`src/rtl/u2c_pkg.sv`:
```
// Types, constants and the Windows-1252 lookup for the UTF-8 converter.
// Depends on nothing; used by u2c_in_stage, u2c_step and the top level.
package u2c_pkg;

	// Configuration register indexes
	typedef enum logic [0:0] {
		REG_ENABLE      = 1'b0,
		REG_REPLACEMENT = 1'b1
	} reg_idx_t;

	localparam logic       ENABLE_RST      = 1'b1;
	localparam logic [7:0] REPLACEMENT_RST = 8'h3F;

	// Sequence sizes
	localparam logic [2:0] SEQ_NONE = 3'd0;
	localparam logic [2:0] SEQ_TWO  = 3'd2;
	localparam logic [2:0] SEQ_THREE = 3'd3;
	localparam logic [2:0] SEQ_FOUR = 3'd4;

	// One input beat
	typedef struct packed {
		logic [7:0] in_byte;
		logic       last;
	} item_t;

	// One result beat
	typedef struct packed {
		logic [7:0] ansi_byte;
		logic       has_byte;
		logic       invalid_string;
		logic       end_of_string;
	} result_t;

	// Configuration as seen by the datapath
	typedef struct packed {
		logic       enable;
		logic [7:0] replacement_byte;
	} cfg_t;

	// Map a completed sequence to its Windows-1252 byte
	function automatic logic [7:0] map_seq(logic [2:0] size, logic [23:0] code,
			logic [7:0] repl);
		logic [7:0] res;
		res = repl;
		if (size == SEQ_FOUR) begin
			res = repl;
		end else if (size == SEQ_TWO && code >= 24'hC2A0 && code <= 24'hC2BF) begin
			res = code[7:0];
		end else if (size == SEQ_TWO && code >= 24'hC380 && code <= 24'hC3BF) begin
			res = code[7:0] + 8'h40;
		end else begin
			case (code)
				24'hE282AC: res = 8'h80;
				24'hE2809A: res = 8'h82;
				24'h00C692: res = 8'h83;
				24'hE2809E: res = 8'h84;
				24'hE280A6: res = 8'h85;
				24'hE280A0: res = 8'h86;
				24'hE280A1: res = 8'h87;
				24'h00CB86: res = 8'h88;
				24'hE280B0: res = 8'h89;
				24'h00C5A0: res = 8'h8A;
				24'hE280B9: res = 8'h8B;
				24'h00C592: res = 8'h8C;
				24'h00C5BD: res = 8'h8E;
				24'hE28098: res = 8'h91;
				24'hE28099: res = 8'h92;
				24'hE2809C: res = 8'h93;
				24'hE2809D: res = 8'h94;
				24'hE280A2: res = 8'h95;
				24'hE28093: res = 8'h96;
				24'hE28094: res = 8'h97;
				24'h00CB9C: res = 8'h98;
				24'hE284A2: res = 8'h99;
				24'h00C5A1: res = 8'h9A;
				24'hE280BA: res = 8'h9B;
				24'h00C593: res = 8'h9C;
				24'h00C5BE: res = 8'h9E;
				24'h00C5B8: res = 8'h9F;
				default:    res = repl;
			endcase
		end
		return res;
	endfunction

endpackage

```
`src/rtl/u2c_in_stage.sv`:
```
// Input register stage of the UTF-8 converter: captures one beat per cycle while the result register does not stall.
// Depends on u2c_pkg.
module u2c_in_stage (
	input  logic           clk,
	input  logic           arst_n,
	input  logic           in_valid,
	output logic           in_ready,
	input  u2c_pkg::item_t in_item,
	input  logic           advance,
	output logic           valid_s1,
	output u2c_pkg::item_t item_s1
);
	import u2c_pkg::*;

	// Take a new beat when the stage is empty or drains this cycle
	assign in_ready = !valid_s1 || advance;

	// Hold valid until the stage drains
	always_ff @(posedge clk or negedge arst_n) begin
		if (!arst_n) begin
			valid_s1 <= 1'b0;
		end else if (in_ready) begin
			valid_s1 <= in_valid;
		end
	end

	// Capture payload on acceptance
	always_ff @(posedge clk) begin
		if (in_valid && in_ready) begin
			item_s1 <= in_item;
		end
	end

endmodule

```
`src/rtl/u2c_step.sv`:
```
// Sequence decoder and result register of the UTF-8 converter.
// Depends on u2c_pkg (types, size constants, map_seq).
module u2c_step (
	input  logic             clk,
	input  logic             arst_n,
	input  u2c_pkg::cfg_t    cfg,
	input  logic             valid_s1,
	input  u2c_pkg::item_t   item_s1,
	output logic             advance,
	output logic             out_valid,
	input  logic             out_ready,
	output u2c_pkg::result_t result_s2
);
	import u2c_pkg::*;

	logic [2:0]  seq_size_q, seq_size_n;
	logic [1:0]  bytes_left_q, bytes_left_n;
	logic [23:0] seq_value_q, seq_value_n;
	logic        stopped_q, stopped_n;
	logic        failed_q, failed_n;
	logic        have;
	logic [7:0]  ch;
	logic        emit;
	logic        out_valid_s2;
	logic [7:0]  b;
	logic        run;
	logic [23:0] shifted;

	assign out_valid = out_valid_s2;
	assign advance   = !out_valid_s2 || out_ready;
	assign b         = item_s1.in_byte;
	assign run       = cfg.enable && !stopped_q && !failed_q;
	assign shifted   = {seq_value_q[15:0], b};

	// Decode one byte against the open sequence
	always_comb begin
		seq_size_n   = seq_size_q;
		bytes_left_n = bytes_left_q;
		seq_value_n  = seq_value_q;
		stopped_n    = stopped_q;
		failed_n     = failed_q;
		have         = 1'b0;
		ch           = 8'h00;
		if (run) begin
			if (bytes_left_q != 2'd0) begin
				seq_value_n  = shifted;
				bytes_left_n = bytes_left_q - 2'd1;
				if (bytes_left_q == 2'd1) begin
					ch          = map_seq(seq_size_q, shifted, cfg.replacement_byte);
					have        = 1'b1;
					seq_size_n  = SEQ_NONE;
					seq_value_n = 24'h000000;
				end
			end else if (b == 8'h00) begin
				stopped_n = 1'b1;
			end else if (!b[7]) begin
				ch   = b;
				have = 1'b1;
			end else if ((b & 8'hE0) == 8'hC0) begin
				seq_size_n   = SEQ_TWO;
				bytes_left_n = 2'd1;
				seq_value_n  = {16'h0000, b};
			end else if ((b & 8'hF0) == 8'hE0) begin
				seq_size_n   = SEQ_THREE;
				bytes_left_n = 2'd2;
				seq_value_n  = {16'h0000, b};
			end else if ((b & 8'hF8) == 8'hF0) begin
				seq_size_n   = SEQ_FOUR;
				bytes_left_n = 2'd3;
				seq_value_n  = {16'h0000, b};
			end else begin
				failed_n = 1'b1;
			end
		end
	end

	assign emit = have || item_s1.last;

	// Advance string state; drop it all after the last byte
	always_ff @(posedge clk or negedge arst_n) begin
		if (!arst_n) begin
			seq_size_q   <= SEQ_NONE;
			bytes_left_q <= 2'd0;
			seq_value_q  <= 24'h000000;
			stopped_q    <= 1'b0;
			failed_q     <= 1'b0;
		end else if (valid_s1 && advance) begin
			if (item_s1.last) begin
				seq_size_q   <= SEQ_NONE;
				bytes_left_q <= 2'd0;
				seq_value_q  <= 24'h000000;
				stopped_q    <= 1'b0;
				failed_q     <= 1'b0;
			end else begin
				seq_size_q   <= seq_size_n;
				bytes_left_q <= bytes_left_n;
				seq_value_q  <= seq_value_n;
				stopped_q    <= stopped_n;
				failed_q     <= failed_n;
			end
		end
	end

	// Result register valid
	always_ff @(posedge clk or negedge arst_n) begin
		if (!arst_n) begin
			out_valid_s2 <= 1'b0;
		end else if (advance) begin
			out_valid_s2 <= valid_s1 && emit;
		end
	end

	// Result register payload
	always_ff @(posedge clk) begin
		if (advance && valid_s1 && emit) begin
			result_s2.ansi_byte      <= have ? ch : 8'h00;
			result_s2.has_byte       <= have;
			result_s2.invalid_string <= cfg.enable && failed_n;
			result_s2.end_of_string  <= item_s1.last;
		end
	end

endmodule

```
`src/rtl/utf8_to_cp1252_decoder.sv`:
```
// Top level of the UTF-8 to Windows-1252 converter: config registers and pipeline.
// Depends on u2c_pkg, u2c_in_stage and u2c_step.
//
// Usage:
//  - Input channel (in_valid/in_ready) carries one UTF-8 byte per beat, with
//    last set on the final byte of each string.
//  - Output channel (out_valid/out_ready) carries zero or one result per input
//    beat: a converted character, and always an end marker for a last byte.
//  - Configuration: cfg_we writes cfg_data to register cfg_index (0 enable,
//    1 replacement byte) at the clock edge; write only while the block is idle.
//  - Pipeline: an accepted byte passes the input register, then the result
//    register, which shows its result, if any, until out_ready takes it.
//  - Throughput: one byte per cycle unless out_ready stalls the output; the decode
//    step is a single pass of lookup logic between the input and result registers.
//  - Reset: arst_n clears both stages and the string state; enable returns to
//    1 and the replacement byte to '?'.
//  - Stall: while out_ready is low the result register holds, the input
//    register fills, and in_ready drops once both are occupied.
module utf8_to_cp1252_decoder (
	input  logic       clk,
	input  logic       arst_n,
	input  logic       in_valid,
	output logic       in_ready,
	input  logic [7:0] in_byte,
	input  logic       last,
	output logic       out_valid,
	input  logic       out_ready,
	output logic [7:0] ansi_byte,
	output logic       has_byte,
	output logic       invalid_string,
	output logic       end_of_string,
	input  logic       cfg_we,
	input  logic [0:0] cfg_index,
	input  logic [7:0] cfg_data
);
	import u2c_pkg::*;

	logic       enable_q;
	logic [7:0] replacement_q;
	cfg_t       cfg;
	item_t      in_item;
	item_t      item_s1;
	logic       valid_s1;
	logic       advance;
	result_t    result_s2;

	// Configuration registers
	always_ff @(posedge clk or negedge arst_n) begin
		if (!arst_n) begin
			enable_q      <= ENABLE_RST;
			replacement_q <= REPLACEMENT_RST;
		end else if (cfg_we) begin
			case (reg_idx_t'(cfg_index))
				REG_ENABLE:      enable_q      <= cfg_data[0];
				REG_REPLACEMENT: replacement_q <= cfg_data;
				default:         enable_q      <= enable_q;
			endcase
		end
	end

	assign cfg.enable           = enable_q;
	assign cfg.replacement_byte = replacement_q;

	assign in_item.in_byte = in_byte;
	assign in_item.last    = last;

	u2c_in_stage u_in (
		.clk      (clk),
		.arst_n   (arst_n),
		.in_valid (in_valid),
		.in_ready (in_ready),
		.in_item  (in_item),
		.advance  (advance),
		.valid_s1 (valid_s1),
		.item_s1  (item_s1)
	);

	u2c_step u_step (
		.clk       (clk),
		.arst_n    (arst_n),
		.cfg       (cfg),
		.valid_s1  (valid_s1),
		.item_s1   (item_s1),
		.advance   (advance),
		.out_valid (out_valid),
		.out_ready (out_ready),
		.result_s2 (result_s2)
	);

	assign ansi_byte      = result_s2.ansi_byte;
	assign has_byte       = result_s2.has_byte;
	assign invalid_string = result_s2.invalid_string;
	assign end_of_string  = result_s2.end_of_string;

endmodule

```
`config.mk`:
```
export PLATFORM = sky130hd
export DESIGN_NAME = utf8_to_cp1252_decoder
export DESIGN_NICKNAME = d
export VERILOG_FILES = /design/src/rtl/u2c_pkg.sv /design/src/rtl/u2c_in_stage.sv /design/src/rtl/u2c_step.sv /design/src/rtl/utf8_to_cp1252_decoder.sv
export SDC_FILE = /design/constraint.sdc
export NUM_CORES = 1
export LEC_CHECK = 0
export ABC_AREA = 1
export BUFFER_PORTS_ARGS = -buffer_cell sky130_fd_sc_hd__buf_2
export CAP_MARGIN = 20
export CORE_ASPECT_RATIO = 1.2
export CORE_MARGIN = 2
export CORE_UTILIZATION = 31
export DETAILED_ROUTE_END_ITERATION = 10
export PLACE_DENSITY = 0.61
export REMOVE_ABC_BUFFERS = 1
export SYNTH_ARGS = -nofsm -noshare
export SYNTH_HDL_FRONTEND = slang
export SYNTH_SLANG_ARGS = --single-unit
```
`constraint.sdc`:
```
create_clock -name clk -period 2.4 [get_ports clk]
set_input_delay 0.12 -clock clk [delete_from_list [all_inputs] [get_ports clk]]
set_output_delay 0.12 -clock clk [all_outputs]
set_load 0.05 [all_outputs]
```
==> metrics.cfg <==
[status]
status = finished, final reports clean

[sta]
max_freq_mhz = 449
hold_violations = 0
fin_skew_ns = 0.0100
period_needed_ns = 2.23
max-slew-margin-rel = 0.465
finalMaxSlewViolations = 0
setup_viol = 0
worst_pin_slew_ns = 0.802
period_share = 0.929

[floorplan]
ioPinCount = 36
die_h_um = 128
initial_core_util = 0.316
core-area_sq_mm = 0.0126
fp.dieW_um = 108
fp-row-count = 45
dieArea_sq_mm = 0.0138

[placement]
gp_congestion = 0.939
placed_cells = 802
io_buffers = 35
dp_hpwl_um = 9580

[logic_synthesis]
ys_types = 34
async_flop_share = 0.630
ys_seq_elements = 54
synth_top_cell_by_area = dfrtp_1
synth_area_sq_mm = 0.00399
synth_edf_count = 20
ys_seq_area_frac = 0.366
yosys_warnings = 0
synthCells = 589
synth.top_cells.by_area = dfrtp_1 (17%), edfxtp_1 (15%), nand2_1 (12%)
synth_top_area_frac = 0.170
syn_avg_cell_area_sq_um = 6.77
synth_flop_cell = dfrtp_1

[pwr]
p_per_area_mw_per_mm2 = 894
p_leak_nw = 2.35
peakVddDrop_mv = 0.550

[global_routing]
grt_antenna_before_repair = 0
grt_use_total = 0.178
first_global_vias = 4106
grt_start_max_net_pins = 35
grt_pass1_wl_um = 19600
gr-total-overflow = 0

[setup_path]
reg2reg_from = u_in.item_s1[3]
crit_path_max_incr_delay_ns = 0.52
cp_slowest_cell = edfxtp_1
crit_path_end_kind = register
critPathBufInv = 2
startpoint = u_in.item_s1[3]
worstSetupPathType = register to register
cp.arrival_ns = 2.28
crit_fanout = 8
cp.required_ns = 2.45
path_cells = buf_4, nor2_4, nand2_1, nor2_1, nand3_1, nand2_1, inv_1, nand3_1, nor2_4, nand2_1, nand2_1, nand3_1, nand2_1, nand2_1, a21oi_1
crit_top_cell = nand2_1
cp_top_family = simple AND/OR/NAND/NOR gates
cp-start-kind = register

[clock_network]
worstSkewPairLatency_ns = 0.29
cts_tree = done
clk_path_buf_depth = 2
cts-root-buf = clkbuf_16
htree_num_levels = 2
cts_buffers = 5
clock-sinks = 54
clk_pin_slew_worst_paths_ns = 0.07

[detailed_routing]
via_count = 4224
routedWlPerCell_um = 14.6
drtIter0Drc = 269
detail-route-antenna-nets = 0
drtPass1Iterations = 5
finalWirelength_um = 12100
drc = 0
routed_via_density = 5.11

[cells_and_area]
mostFrequentLayoutCells = nand2_1 (127), nand3_1 (92), nor2_1 (83)
finish.utilization = 0.393
diodes = 0
syn_to_final_growth_pct = 24.3
fin_cells = 826
drive_gt1_frac = 0.215
final_common_cell = nand2_1
final_nets = 688

[worst_hold_path]
hp-start = in_byte[1]
hp-class = primary input to register

[run]
cap_viol_max_count = 0

==> worst register-to-register path: cells and delay by family (launching register included) <==
family	cells	cell delay, ns
AO/OA/AOI/OAI	1	0.06
AND/OR/NAND/NOR	12	1.16
buffers and inverters	2	0.25
flip-flops	1	0.52
==> report_power, final <==
group	leakage (nW)	switching (mW)	internal, mW
clock	0.0823	0.311	0.479
sequential	0.624	0.187	1.21
combinational	1.65	1.45	0.798
total	2.35	1.94	2.48
==> per-layer routing <==
layer  global-route usage  vias to the layer above  routed length, um  part of all wire
met2                0.314                      133               6180              0.51
met4               0.0988                        0                488             0.040
met1                0.211                     1970               4980              0.41
li1                     -                     2090                  -                 -
met5                    0                        -                  0                 0
met3               0.0183                       31                431             0.036
==> worst paths after layout <==
path                       slack [ns]                      to  cells past startpoint
max                              0.17     u_step.result_s2[5]                     15
min                             0.006         u_in.item_s1[2]                      1
min in group asynchronous        0.45  u_step.seq_value_q[12]                      2
min reg2reg                      0.50        replacement_q[3]                      2
max reg2reg                      0.17     u_step.result_s2[5]                     15
max in group asynchronous        1.43        u_step.stopped_q                      2
==> synthesized netlist by cell type (2+ instances only) <==
library cell	count
nand2_2	5
dfstp_2	7
nand4_1	18
o21ai_0	34
buf_2	9
nand3_2	4
buf_4	6
o21ai_1	3
nand2_1	128
nor2_1	93
a211oi_1	2
nor3_1	7
dfrtp_1	27
a41oi_1	2
ha_1	4
nand3_1	92
inv_2	11
nor2_2	6
o211ai_1	2
nor4_1	2
nor2_4	8
a31oi_1	2
edfxtp_1	20
a21oi_1	22
inv_1	64
mux2_2	3
==> what timing repair did <==
action / in CTS / in global routing
endpoints found under the setup margin: 0 / 8
hold buffers: 5 / 1
buffers inserted: 0 / 9
gates resized for setup: 0 / 23
hold endpoints to repair: 31 / 1
==> state kept, by name (all words and copies together) (netlist names) <==
register,flops
u_step.result_s2,11
u_in.valid_s1,1
u_step.out_valid,1
u_in.item_s1,9
u_step.seq_size_q,3
u_step.failed_q,1
u_step.stopped_q,1
u_step.seq_value_q,16
replacement_q,8
u_step.bytes_left_q,2
enable_q,1
==> cell families after synthesis <==
| kind of cell | count (synthesis) | share of synthesized area |
|---|---|---|
| and+or+nand+nor | 366 | 0.421 |
| buffers and inverters | 92 | 0.0951 |
| AOI/OAI and AO/OA | 70 | 0.0961 |
| DFF | 54 | 0.366 |
| adders and majority gates | 4 | 0.0126 |
| muxes | 3 | 0.00848 |
==> stage by stage <==
stage               power [mW]  setup TNS, ns  hold slack (ns)  setup slack, ns  area [sq um]
CTS                       4.17              0         0.000121          0.00503          4770
detailed placement        3.35              0            0.250           0.0169          4550
floorplan                 2.66              0           -0.176            0.151          3890
global placement          3.34              0            0.244          0.00360          4550
finish                    4.43              0          0.00595            0.171          4950
global route              4.73        -0.0144          0.00740          -0.0144          4950
==> area by class of cell <==
type                       instances  area [sq um]
tap                              164           205
clock buffer                       8           168
timing repair buffer              82           603
inverter                          75           282
multi-input combinational        443          2240
fill                            1380          7660
sequential                        54          1460
Power figures use the tool's default switching activity.
